`src/wdfb_pkg.sv`:
```
// Shared types and constants for the wireless-LAN data frame builder.
// No dependencies; every other file of the block imports this package.
`default_nettype none
package wdfb_pkg;

   localparam int unsigned HdrLen = 24;
   localparam int unsigned FcsLen = 4;
   localparam logic [15:0] HDR_FC_WORD = 16'h0008;
   localparam logic [15:0] DURATION = 16'h002e;
   localparam logic [31:0] CRC_POLY = 32'hEDB88320;
   localparam logic [31:0] CRC_INIT = 32'hFFFFFFFF;

   localparam logic [1:0] REG_DEST = 2'd0;
   localparam logic [1:0] REG_SOURCE = 2'd1;
   localparam logic [1:0] REG_BSS = 2'd2;

   // One classified work item handed from the front part to the back part.
   typedef struct packed {
      logic [7:0] data;
      logic       hdr;
      logic       has_data;
      logic       fcs;
   } cmd_type;

   typedef struct packed {
      logic [47:0] dest;
      logic [47:0] source;
      logic [47:0] bss;
   } addr_cfg_type;

   function automatic logic [31:0] crc_byte(input logic [31:0] crc, input logic [7:0] b);
      logic [31:0] c;
      c = crc ^ {24'd0, b};
      for (int k = 0; k < 8; k++) begin
         if (c[0]) begin
            c = (c >> 1) ^ CRC_POLY;
         end else begin
            c = c >> 1;
         end
      end
      return c;
   endfunction

endpackage
`default_nettype wire

```
`src/wdfb_front.sv`:
```
// Front part of the frame builder: accepts input beats and classifies them.
// Depends on wdfb_pkg; feeds wdfb_queue.
`default_nettype none
module wdfb_front (
   input  wire                  clock,
   input  wire                  reset,
   input  wire                  in_valid,
   input  wire [7:0]            in_data,
   input  wire                  in_first,
   input  wire                  in_last,
   input  wire                  in_empty,
   input  wire                  q_full,
   output logic                 in_ready,
   output logic                 push,
   output wdfb_pkg::cmd_type    push_cmd
);
   import wdfb_pkg::*;

   logic inside_ff;
   logic inside_in;

   assign in_ready = !q_full;
   assign push = in_valid && !q_full;

   always_comb begin
      push_cmd.data = in_data;
      inside_in = inside_ff;
      if (in_empty) begin
         push_cmd.hdr = 1'b1;
         push_cmd.has_data = 1'b0;
         push_cmd.fcs = 1'b1;
      end else begin
         push_cmd.hdr = in_first || !inside_ff;
         push_cmd.has_data = 1'b1;
         push_cmd.fcs = in_last;
      end
      if (push) begin
         inside_in = !in_empty && !in_last;
      end
   end

   always_ff @(posedge clock) begin
      if (reset) begin
         inside_ff <= 1'b0;
      end else begin
         inside_ff <= inside_in;
      end
   end

endmodule
`default_nettype wire

```
`src/wdfb_queue.sv`:
```
// Short command queue between the front and back parts of the frame builder.
// Depends on wdfb_pkg for the command type.
`default_nettype none
module wdfb_queue #(
   parameter int unsigned QUEUE_DEPTH = 4
) (
   input  wire                  clock,
   input  wire                  reset,
   input  wire                  push,
   input  wdfb_pkg::cmd_type    push_cmd,
   input  wire                  pop,
   output logic                 full,
   output logic                 not_empty,
   output wdfb_pkg::cmd_type    head
);
   import wdfb_pkg::*;

   localparam int unsigned PtrW = (QUEUE_DEPTH > 1) ? $clog2(QUEUE_DEPTH) : 1;
   localparam int unsigned CntW = $clog2(QUEUE_DEPTH + 1);

   cmd_type       entry_ff [QUEUE_DEPTH];
   logic [PtrW-1:0] wr_ff, wr_in;
   logic [PtrW-1:0] rd_ff, rd_in;
   logic [CntW-1:0] cnt_ff, cnt_in;

   assign full = (cnt_ff == CntW'(QUEUE_DEPTH));
   assign not_empty = (cnt_ff != '0);
   assign head = entry_ff[rd_ff];

   always_comb begin
      wr_in = wr_ff;
      rd_in = rd_ff;
      cnt_in = cnt_ff;
      if (push) begin
         wr_in = (wr_ff == PtrW'(QUEUE_DEPTH - 1)) ? '0 : wr_ff + 1'b1;
      end
      if (pop) begin
         rd_in = (rd_ff == PtrW'(QUEUE_DEPTH - 1)) ? '0 : rd_ff + 1'b1;
      end
      if (push && !pop) begin
         cnt_in = cnt_ff + 1'b1;
      end else if (pop && !push) begin
         cnt_in = cnt_ff - 1'b1;
      end
   end

   always_ff @(posedge clock) begin
      if (push) begin
         entry_ff[wr_ff] <= push_cmd;
      end
   end

   always_ff @(posedge clock) begin
      if (reset) begin
         wr_ff <= '0;
         rd_ff <= '0;
         cnt_ff <= '0;
      end else begin
         wr_ff <= wr_in;
         rd_ff <= rd_in;
         cnt_ff <= cnt_in;
      end
   end

endmodule
`default_nettype wire

```
`src/wdfb_back.sv`:
```
// Back part of the frame builder: sequences header, payload and FCS beats,
// keeps the CRC and sequence counter, and owns the output register. Uses wdfb_pkg.
`default_nettype none
module wdfb_back (
   input  wire                     clock,
   input  wire                     reset,
   input  wdfb_pkg::addr_cfg_type  addr_cfg,
   input  wire                     q_not_empty,
   input  wdfb_pkg::cmd_type       q_head,
   output logic                    q_pop,
   output logic                    out_valid,
   output logic [7:0]              out_byte,
   output logic                    out_end,
   input  wire                     out_ready
);
   import wdfb_pkg::*;

   typedef enum logic [3:0] {
      ST_IDLE = 4'b0001,
      ST_HDR  = 4'b0010,
      ST_DATA = 4'b0100,
      ST_FCS  = 4'b1000
   } phase_type;

   phase_type   state_ff, state_in, cur_phase;
   cmd_type     cmd_ff, cmd_in, cur_cmd;
   logic [4:0]  idx_ff, idx_in, cur_idx;
   logic [31:0] crc_ff, crc_in, crc_base;
   logic [11:0] seq_ff, seq_in;
   logic        valid_ff, valid_in;
   logic [7:0]  byte_ff, byte_in;
   logic        end_ff, end_in;
   logic        step;
   logic [47:0] hdr_addr;
   logic [2:0]  addr_off;
   logic [31:0] fcs;

   assign out_valid = valid_ff;
   assign out_byte = byte_ff;
   assign out_end = end_ff;

   assign step = (!valid_ff || out_ready) && ((state_ff != ST_IDLE) || q_not_empty);
   assign q_pop = step && (state_ff == ST_IDLE);
   assign fcs = ~crc_ff;

   always_comb begin
      if (state_ff == ST_IDLE) begin
         cur_cmd = q_head;
         cur_idx = '0;
         if (q_head.hdr) begin
            cur_phase = ST_HDR;
         end else if (q_head.has_data) begin
            cur_phase = ST_DATA;
         end else begin
            cur_phase = ST_FCS;
         end
      end else begin
         cur_cmd = cmd_ff;
         cur_idx = idx_ff;
         cur_phase = state_ff;
      end
   end

   always_comb begin
      if (cur_idx < 5'd10) begin
         hdr_addr = addr_cfg.dest;
         addr_off = 3'(cur_idx - 5'd4);
      end else if (cur_idx < 5'd16) begin
         hdr_addr = addr_cfg.source;
         addr_off = 3'(cur_idx - 5'd10);
      end else begin
         hdr_addr = addr_cfg.bss;
         addr_off = 3'(cur_idx - 5'd16);
      end
   end

   always_comb begin
      state_in = state_ff;
      cmd_in = cmd_ff;
      idx_in = idx_ff;
      crc_in = crc_ff;
      seq_in = seq_ff;
      byte_in = byte_ff;
      end_in = end_ff;
      valid_in = valid_ff && !out_ready;
      crc_base = (cur_phase == ST_HDR && cur_idx == '0) ? CRC_INIT : crc_ff;
      if (step) begin
         valid_in = 1'b1;
         end_in = 1'b0;
         cmd_in = cur_cmd;
         case (cur_phase)
            ST_HDR: begin
               if (cur_idx == 5'd0) begin
                  byte_in = HDR_FC_WORD[7:0];
               end else if (cur_idx == 5'd1) begin
                  byte_in = HDR_FC_WORD[15:8];
               end else if (cur_idx == 5'd2) begin
                  byte_in = DURATION[7:0];
               end else if (cur_idx == 5'd3) begin
                  byte_in = DURATION[15:8];
               end else if (cur_idx == 5'd22) begin
                  byte_in = {seq_ff[3:0], 4'd0};
               end else if (cur_idx == 5'd23) begin
                  byte_in = seq_ff[11:4];
               end else begin
                  byte_in = 8'(hdr_addr >> {addr_off, 3'b000});
               end
               crc_in = crc_byte(crc_base, byte_in);
               if (cur_idx == 5'(HdrLen - 1)) begin
                  seq_in = seq_ff + 1'b1;
                  idx_in = '0;
                  if (cur_cmd.has_data) begin
                     state_in = ST_DATA;
                  end else begin
                     state_in = ST_FCS;
                  end
               end else begin
                  idx_in = cur_idx + 1'b1;
                  state_in = ST_HDR;
               end
            end
            ST_DATA: begin
               byte_in = cur_cmd.data;
               crc_in = crc_byte(crc_base, byte_in);
               idx_in = '0;
               state_in = cur_cmd.fcs ? ST_FCS : ST_IDLE;
            end
            ST_FCS: begin
               byte_in = 8'(fcs >> {cur_idx[1:0], 3'b000});
               if (cur_idx == 5'(FcsLen - 1)) begin
                  end_in = 1'b1;
                  crc_in = CRC_INIT;
                  idx_in = '0;
                  state_in = ST_IDLE;
               end else begin
                  idx_in = cur_idx + 1'b1;
                  state_in = ST_FCS;
               end
            end
            default: begin
               state_in = ST_IDLE;
            end
         endcase
      end
   end

   always_ff @(posedge clock) begin
      cmd_ff <= cmd_in;
      byte_ff <= byte_in;
      end_ff <= end_in;
   end

   always_ff @(posedge clock) begin
      if (reset) begin
         state_ff <= ST_IDLE;
         idx_ff <= '0;
         crc_ff <= CRC_INIT;
         seq_ff <= '0;
         valid_ff <= 1'b0;
      end else begin
         state_ff <= state_in;
         idx_ff <= idx_in;
         crc_ff <= crc_in;
         seq_ff <= seq_in;
         valid_ff <= valid_in;
      end
   end

endmodule
`default_nettype wire

```
`src/wlan_data_frame_builder_unit.sv`:
```
// Wireless-LAN data frame builder: adds header and CRC-32 FCS around payload bytes.
// Top level; uses wdfb_pkg, wdfb_front, wdfb_queue and wdfb_back.
//
// Payload beats enter on the req_ stream: tdata is the byte, tlast marks the
// last payload byte, tuser bit 0 marks the first byte and bit 1 requests an
// empty-body frame. Frame beats leave on the rsp_ stream one byte per beat,
// tlast set on the final FCS byte. The three 48-bit addresses are written
// through the csr_ port at byte addresses 0, 8 and 16.
// An accepted beat is written into the command queue, and the back part moves it
// into the output register when it is free. Payload bytes flow at one per cycle
// while rsp_tready is high; a new frame adds its 24 header bytes and the end of
// a frame its 4 FCS bytes, as the back part emits one byte per cycle. The input
// keeps accepting into a QUEUE_DEPTH-entry command queue while the output is busy
// or stalled. When rsp_tready is low the output beat holds and the back part
// waits; the input stalls once the queue fills. Reset clears the queue, the
// sequence counter, the CRC and the addresses.
`default_nettype none
module wlan_data_frame_builder_unit #(
   parameter int unsigned QUEUE_DEPTH = 4
) (
   input  wire         clock,
   input  wire         reset,
   input  wire         req_tvalid,
   output logic        req_tready,
   input  wire  [7:0]  req_tdata,   // [7:0] data_byte
   input  wire         req_tlast,
   input  wire  [1:0]  req_tuser,   // [0] first_byte, [1] no_payload
   output logic        rsp_tvalid,
   input  wire         rsp_tready,
   output logic [7:0]  rsp_tdata,   // [7:0] out_byte
   output logic        rsp_tlast,
   input  wire         csr_psel,
   input  wire         csr_penable,
   input  wire         csr_pwrite,
   input  wire  [4:0]  csr_paddr,
   input  wire  [63:0] csr_pwdata,
   output logic [63:0] csr_prdata,
   output logic        csr_pready
);
   import wdfb_pkg::*;

   addr_cfg_type addr_ff, addr_in;
   logic         cfg_write;
   logic [1:0]   reg_idx;
   logic         q_full, q_not_empty, push, pop;
   cmd_type      push_cmd, head;

   assign csr_pready = 1'b1;
   assign reg_idx = csr_paddr[4:3];
   assign cfg_write = csr_psel && csr_penable && csr_pwrite;

   always_comb begin
      addr_in = addr_ff;
      csr_prdata = '0;
      case (reg_idx)
         REG_DEST: begin
            csr_prdata = {16'd0, addr_ff.dest};
            if (cfg_write) begin
               addr_in.dest = csr_pwdata[47:0];
            end
         end
         REG_SOURCE: begin
            csr_prdata = {16'd0, addr_ff.source};
            if (cfg_write) begin
               addr_in.source = csr_pwdata[47:0];
            end
         end
         REG_BSS: begin
            csr_prdata = {16'd0, addr_ff.bss};
            if (cfg_write) begin
               addr_in.bss = csr_pwdata[47:0];
            end
         end
         default: begin
            csr_prdata = '0;
         end
      endcase
   end

   always_ff @(posedge clock) begin
      if (reset) begin
         addr_ff <= '0;
      end else begin
         addr_ff <= addr_in;
      end
   end

   wdfb_front u_front (
      .clock    (clock),
      .reset    (reset),
      .in_valid (req_tvalid),
      .in_data  (req_tdata),
      .in_first (req_tuser[0]),
      .in_last  (req_tlast),
      .in_empty (req_tuser[1]),
      .q_full   (q_full),
      .in_ready (req_tready),
      .push     (push),
      .push_cmd (push_cmd)
   );

   wdfb_queue #(
      .QUEUE_DEPTH (QUEUE_DEPTH)
   ) u_queue (
      .clock     (clock),
      .reset     (reset),
      .push      (push),
      .push_cmd  (push_cmd),
      .pop       (pop),
      .full      (q_full),
      .not_empty (q_not_empty),
      .head      (head)
   );

   wdfb_back u_back (
      .clock       (clock),
      .reset       (reset),
      .addr_cfg    (addr_ff),
      .q_not_empty (q_not_empty),
      .q_head      (head),
      .q_pop       (pop),
      .out_valid   (rsp_tvalid),
      .out_byte    (rsp_tdata),
      .out_end     (rsp_tlast),
      .out_ready   (rsp_tready)
   );

endmodule
`default_nettype wire

```
`config.mk`:
```
export PLATFORM = sky130hd
export DESIGN_NAME = wlan_data_frame_builder_unit
export DESIGN_NICKNAME = d
export VERILOG_FILES = /design/src/wdfb_pkg.sv /design/src/wdfb_front.sv /design/src/wdfb_queue.sv /design/src/wdfb_back.sv /design/src/wlan_data_frame_builder_unit.sv
export SDC_FILE = /design/constraint.sdc
export NUM_CORES = 1
export LEC_CHECK = 0
export ABC_AREA = 1
export BUFFER_PORTS_ARGS = -buffer_cell sky130_fd_sc_hd__buf_2
export CORE_MARGIN = 1.5
export CORE_UTILIZATION = 50
export CTS_CLUSTER_DIAMETER = 200
export DETAILED_ROUTE_END_ITERATION = 10
export HOLD_SLACK_MARGIN = 0.1
export PLACE_DENSITY = 0.78
export RECOVER_POWER = 100
export REMOVE_ABC_BUFFERS = 1
export SKIP_CTS_REPAIR_TIMING = 1
export SYNTH_ARGS = -nofsm -noshare
export SYNTH_HDL_FRONTEND = slang
export SYNTH_SLANG_ARGS = --single-unit
```
`constraint.sdc`:
```
create_clock -name clock -period 3.85 [get_ports clock]
set_clock_uncertainty 0.05 [all_clocks]
set_input_delay 1.155 -clock clock [delete_from_list [all_inputs] [get_ports clock]]
set_output_delay 1.155 -clock clock [all_outputs]
set_load 0.05 [all_outputs]
```
Word level (Yosys, flattened, before mapping)
Memories as Yosys holds them, arrays and structs flattened. A register that Yosys moved wholly into a read port is not among the register bits. Index checks and enable logic that the tools add are counted.

Bitwise logic cells: 19. Reductions and logical operators: 33. Order comparisons: 2. Equality and inequality tests: 16. Shift operators: 2. Mux-type cells: 85. Add/sub/neg operators: 9.

Operators by type and width (number): 2-to-1 mux 32 bit (46); NOT 13 -> 14 bit (16); one-hot mux 48 bit (3 select lines) (1); 2-to-1 mux 48 bit (2); one-hot mux 32 bit (3 select lines) (1); 2-to-1 mux 8 bit (8); XOR 32 x 8 -> 32 bit (2); right shift 48 x 6 -> 8 bit (1); NOT 32 bit (1); right shift 32 x 5 -> 8 bit (1); 2-to-1 mux 4 bit (7); one-hot mux 8 bit (3 select lines) (1); 2-to-1 mux 3 bit (5); 2-to-1 mux 5 bit (3); one-hot mux 5 bit (3 select lines) (1); adder 12 x 1 -> 12 bit (second input constant) (1); one-hot mux 4 bit (3 select lines) (1); 2-to-1 mux 11 bit (1); equality test 5 x 2 -> 1 bit (second input constant) (2); equality test 5 bit (second input constant) (2); logical AND 1 bit (10); AND reduction 2 bit (5); logical NOT 1 bit (8); 2-to-1 mux 2 bit (4); other kinds (25) (36).

Memories: 1. Bits in writable memories: 44. Input port bits: 87. Logic and storage cells: 185. Register bits: 226. Output and inout port bits: 76.

Memories: u_queue.entry_ff (depth 4, bits a word 11, rd ports 1, clocked after memory_dff 1, wr ports 1, RTL line wdfb_queue.sv:21) `cmd_type entry_ff [QUEUE_DEPTH];`.

Longest topological paths before layout
Depth in word-level cells: 46. Depth in mapped cells: 35. Gate-level depth less buffers: 34.

Hierarchy
Synthesis repeated with hierarchy kept, for this count alone.

Cell total of the unflattened synthesis: 2733. Area, all modules: 17504.3 um^2.

Modules (own cells, without submodules): wdfb_back (area an instance 8506.9 um^2, cells each 1473, sequential area each 1651.6 um^2, instances 1); wlan_data_frame_builder_unit (area an instance 6771.5 um^2, cells each 1070, sequential area each 2882.8 um^2, instances 1); wdfb_queue (area an instance 2090.8 um^2, cells each 167, sequential area each 1501.4 um^2, instances 1); wdfb_front (area an instance 135.1 um^2, cells each 23, sequential area each 20.0 um^2, instances 1).

Least setup slack after synthesis
OpenSTA, ideal clock, no wires.

Path type: in2out. Start point: input port csr_paddr[4]. End point: output port csr_prdata[10]. Stages on the path: 5. Path buffers: 2. Data required time: 2.645 ns. Setup slack: 0.051 ns. Data arrival time: 2.594 ns. Cells stage by stage: nor2_1 > inv_1 > clkbuf_1 > buf_1 > o221ai_1.

Word-level cells in the longest chain between the ends: 2. Elaborated cells on any way between the ends: 4. Classes of those cells: eq/ne (2); mux (1); reduce/logical (1).

RTL lines: start, declared (RTL line wlan_data_frame_builder_unit.sv:35) `input wire [4:0] csr_paddr,`; equality test 2 bit, or another cell as far along (RTL line wlan_data_frame_builder_unit.sv:55) `case (reg_idx)`; one-hot mux 48 bit (3 select lines) (*) (RTL line wlan_data_frame_builder_unit.sv:55); end, declared (RTL line wlan_data_frame_builder_unit.sv:37) `output logic [63:0] csr_prdata,`.

Mark *: on every way between the ends. The rest lies on a longest branch, timed or not.

Worst setup path in the final report
Start point: input port csr_paddr[3]. End point: output port csr_prdata[1].

The elaborated chain is that of the path after synthesis.

==> qor.yml <==
synth:
  synth-warning-count: 0
  synth_top_area_cell: "dfxtp_1"
  ys_types: 53
  synth_cells: 2294
  avgSynthCellArea_um2: 6.99
  synth_area_leaders: "dfxtp_1 (26%), nand2_1 (12%), edfxtp_1 (12%), o21ai_0 (7.7%), a21oi_1 (5.6%)"
  seq_area_frac_synth_pct: 37.8
  ys_async_sr_fraction_pct: 0
  synth_edf_count: 63
  synth_top_area_share_pct: 26.0
  synth.cell_area_um2: 16000
  yosysMostFrequentCell: "nand2_1"
  ys_seq_elements: 271
  synth_ff_type: "dfxtp_1"
  synth_common_cells: "nand2_1 (532), o21ai_0 (248), inv_1 (225)"
clocking:
  path_clk_slew_ns: 0.06
  clk_latency_ns: 0.58
  cts_root_buffer: "clkbuf_16"
  h-tree-depth: 1
  cts_sinks: 271
  numCtsBuffers: 30
  clk_path_buf_depth: 3
  cts_tree: "done"
outcome:
  violations: "capacitance limit, slew limit"
  run_status: "finished, violations left"
floorplanning:
  coreArea_um2: 31600
  ios: 163
  row_count: 65
  dieArea_um2: 33100
  die_h_um: 182
  fp.dieW_um: 182
  initial_core_util_pct: 50.8
grt:
  grt_pass1_wl_mm: 77.7
  grt_antenna_before_repair: 4
  grt_usage_pct: 29.2
  grt_overflow_total: 0
  grt_max_degree: 161
  grt_pass1_vias: 14830
power:
  p_leak_nw: 8.07
  vdd_ir_drop_max_v: 0.000494
  power.total_mw: 16.1
  powerDensity_nw_per_um2: 880
  p_sw_mw: 7.89
  p_clk_share_pct: 17.6
  p_int_mw: 8.23
  switching_share_pct: 48.9
  p_comb_share_pct: 60.5
  seq_power_share_pct: 21.9
run:
  cap_violations: 2
drt:
  vias_per_cell: 5.67
  wl_per_cell_um: 17.4
  drc_errors: 0
  drtIter0Drc: 1894
  vias: 16121
  antenna_left: 0
  first_pass_iters: 6
  wl_mm: 49.5
layout:
  layout-drive-gt1-share_pct: 13.9
  syn_to_final_growth_pct: 14.4
  final_util_pct: 58.1
  nets: 2516
sta:
  fin_crit_sh_pct: 96.3
  period_minus_slack_ns: 3.71
  timing.hold.ws_ns: 0.403
  setup_violations: 0
  worstMarginPinSlew_ns: 1.56
  rsz0062_at_grt: "yes"
  finalMaxSlewViolations: 166
  fmax_ghz: 0.270
  slew_headroom_pct: -4.19
  hold_viol: 0
worst_setup_path:
  cp_max_fo: 10
  cp.arrival_ns: 2.50
  required_ns: 2.64
  critical_path_class: "in -> out"
  worst_setup_path_end_kind: "primary output"
  critPathLaunchType: "input pin"
placement:
  port-buffer-count: 126
  place.gp.congestion: 0.999
  dp_hpwl_mm: 33.3
worst_hold_path:
  hold_path_class: "reg -> reg"
-- cell type report --
class,instances,area [µm²]
clock inverter,13,126
inverter,248,938
fill,2950,13200
timing repair buffer,216,1360
tap,402,503
antenna,4,10.0
sequential,271,6060
clock buffer,42,856
multi-input combinational,1648,8480
-- metrics by stage --
| step | area [µm²] | std cells | setup TNS [ns] | setup WS [ns] |
|---|---|---|---|---|
| 3_5_place_dp | 17300 | 2784 | 0 | 0.0937 |
| 5_1_grt | 18300 | 2844 | -0.0502 | -0.0358 |
| 2_1_floorplan | 15400 | 2167 | -100.99 | -1.16 |
| 4_1_cts | 18300 | 2839 | 0 | 0.0806 |
| 3_3_place_gp | 17300 | 2784 | 0 | 0.173 |
| 6_report | 18300 | 2844 | 0 | 0.142 |
-- power groups by stage --
stage | logic (mW) | registers [mW] | clock network (mW)
6_report | 9.76 | 3.52 | 2.84
5_1_grt | 10.7 | 3.56 | 2.99
4_1_cts | 9.54 | 3.51 | 2.87
3_5_place_dp | 9.49 | 3.57 | 0
3_3_place_gp | 9.33 | 3.56 | 0
2_1_floorplan | 6.31 | 3.74 | 0
-- path summary, 6_finish.rpt --
check | start | to | slack [ns] | cells after the start
max | csr_paddr[3] | csr_prdata[1] | 0.14 | 6
min reg2reg | u_front.inside_ff | u_front.inside_ff | 0.40 | 2
max reg2reg | u_back.state_ff[0] | u_back.crc_ff[25] | 0.25 | 32
min | u_front.inside_ff | u_front.inside_ff | 0.40 | 2
-- state kept, by name, indices dropped and copies added (netlist names), named ones only --
signal	flops
addr_ff	144
u_queue.entry_ff	44
u_back.crc_ff	32
u_back.seq_ff	12
u_back.cmd_ff	10
u_back.out_byte	8
u_back.idx_ff	5
u_back.state_ff	4
u_queue.cnt_ff	3
u_queue.rd_ff	2
u_queue.wr_ff	2
u_back.out_end	1
u_back.out_valid	1
u_front.inside_ff	1
-- critical path, cell delays in order --
cell,delay (ns)
clkbuf_1,0.10
nor2_1,0.20
inv_1,0.13
clkbuf_1,0.30
o221ai_1,0.30
buf_2,0.32
-- cell families (layout without fill, tap and decap cells) --
family | after synthesis | after routing | share of synthesized area (%)
and+or+nand+nor | 1009 | 1009 | 27.3
AOI/OAI and AO/OA | 532 | 532 | 18.6
buffers and inverters | 390 | 519 | 10.1
DFF | 271 | 271 | 37.8
xor gates and xnor gates | 76 | 76 | 4.90
adders and majority gates | 14 | 14 | 1.14
other | 2 | 21 | 0.0469
-- metal layers --
| metal | global-route usage, % | vias up | wire, µm |
|---|---|---|---|
| met5 | 0 | - | 0 |
| met4 | 11.6 | 0 | 1740 |
| met2 | 46.7 | 769 | 22700 |
| met3 | 4.27 | 118 | 4280 |
| met1 | 39.7 | 7443 | 20900 |
| li1 | - | 7791 | - |
-- cells in the final DEF (no fill, tap or decap), types with 9 or more instances in the layout --
cell,count
a21oi_1,178
buf_2,105
buf_4,65
clkbuf_1,38
clkbuf_16,31
conb_1,17
dfxtp_1,205
edfxtp_1,63
ha_1,13
inv_1,226
inv_2,16
nand2_1,524
nand2_2,26
nand2_4,14
nand3_1,157
nand3b_1,19
nand4_1,12
nor2_1,210
o211ai_1,9
o21ai_0,247
o21ai_1,11
o221ai_1,64
or2_2,13
xnor2_1,10
xor2_1,54
Note: power is estimated with default switching activity, not from simulation.
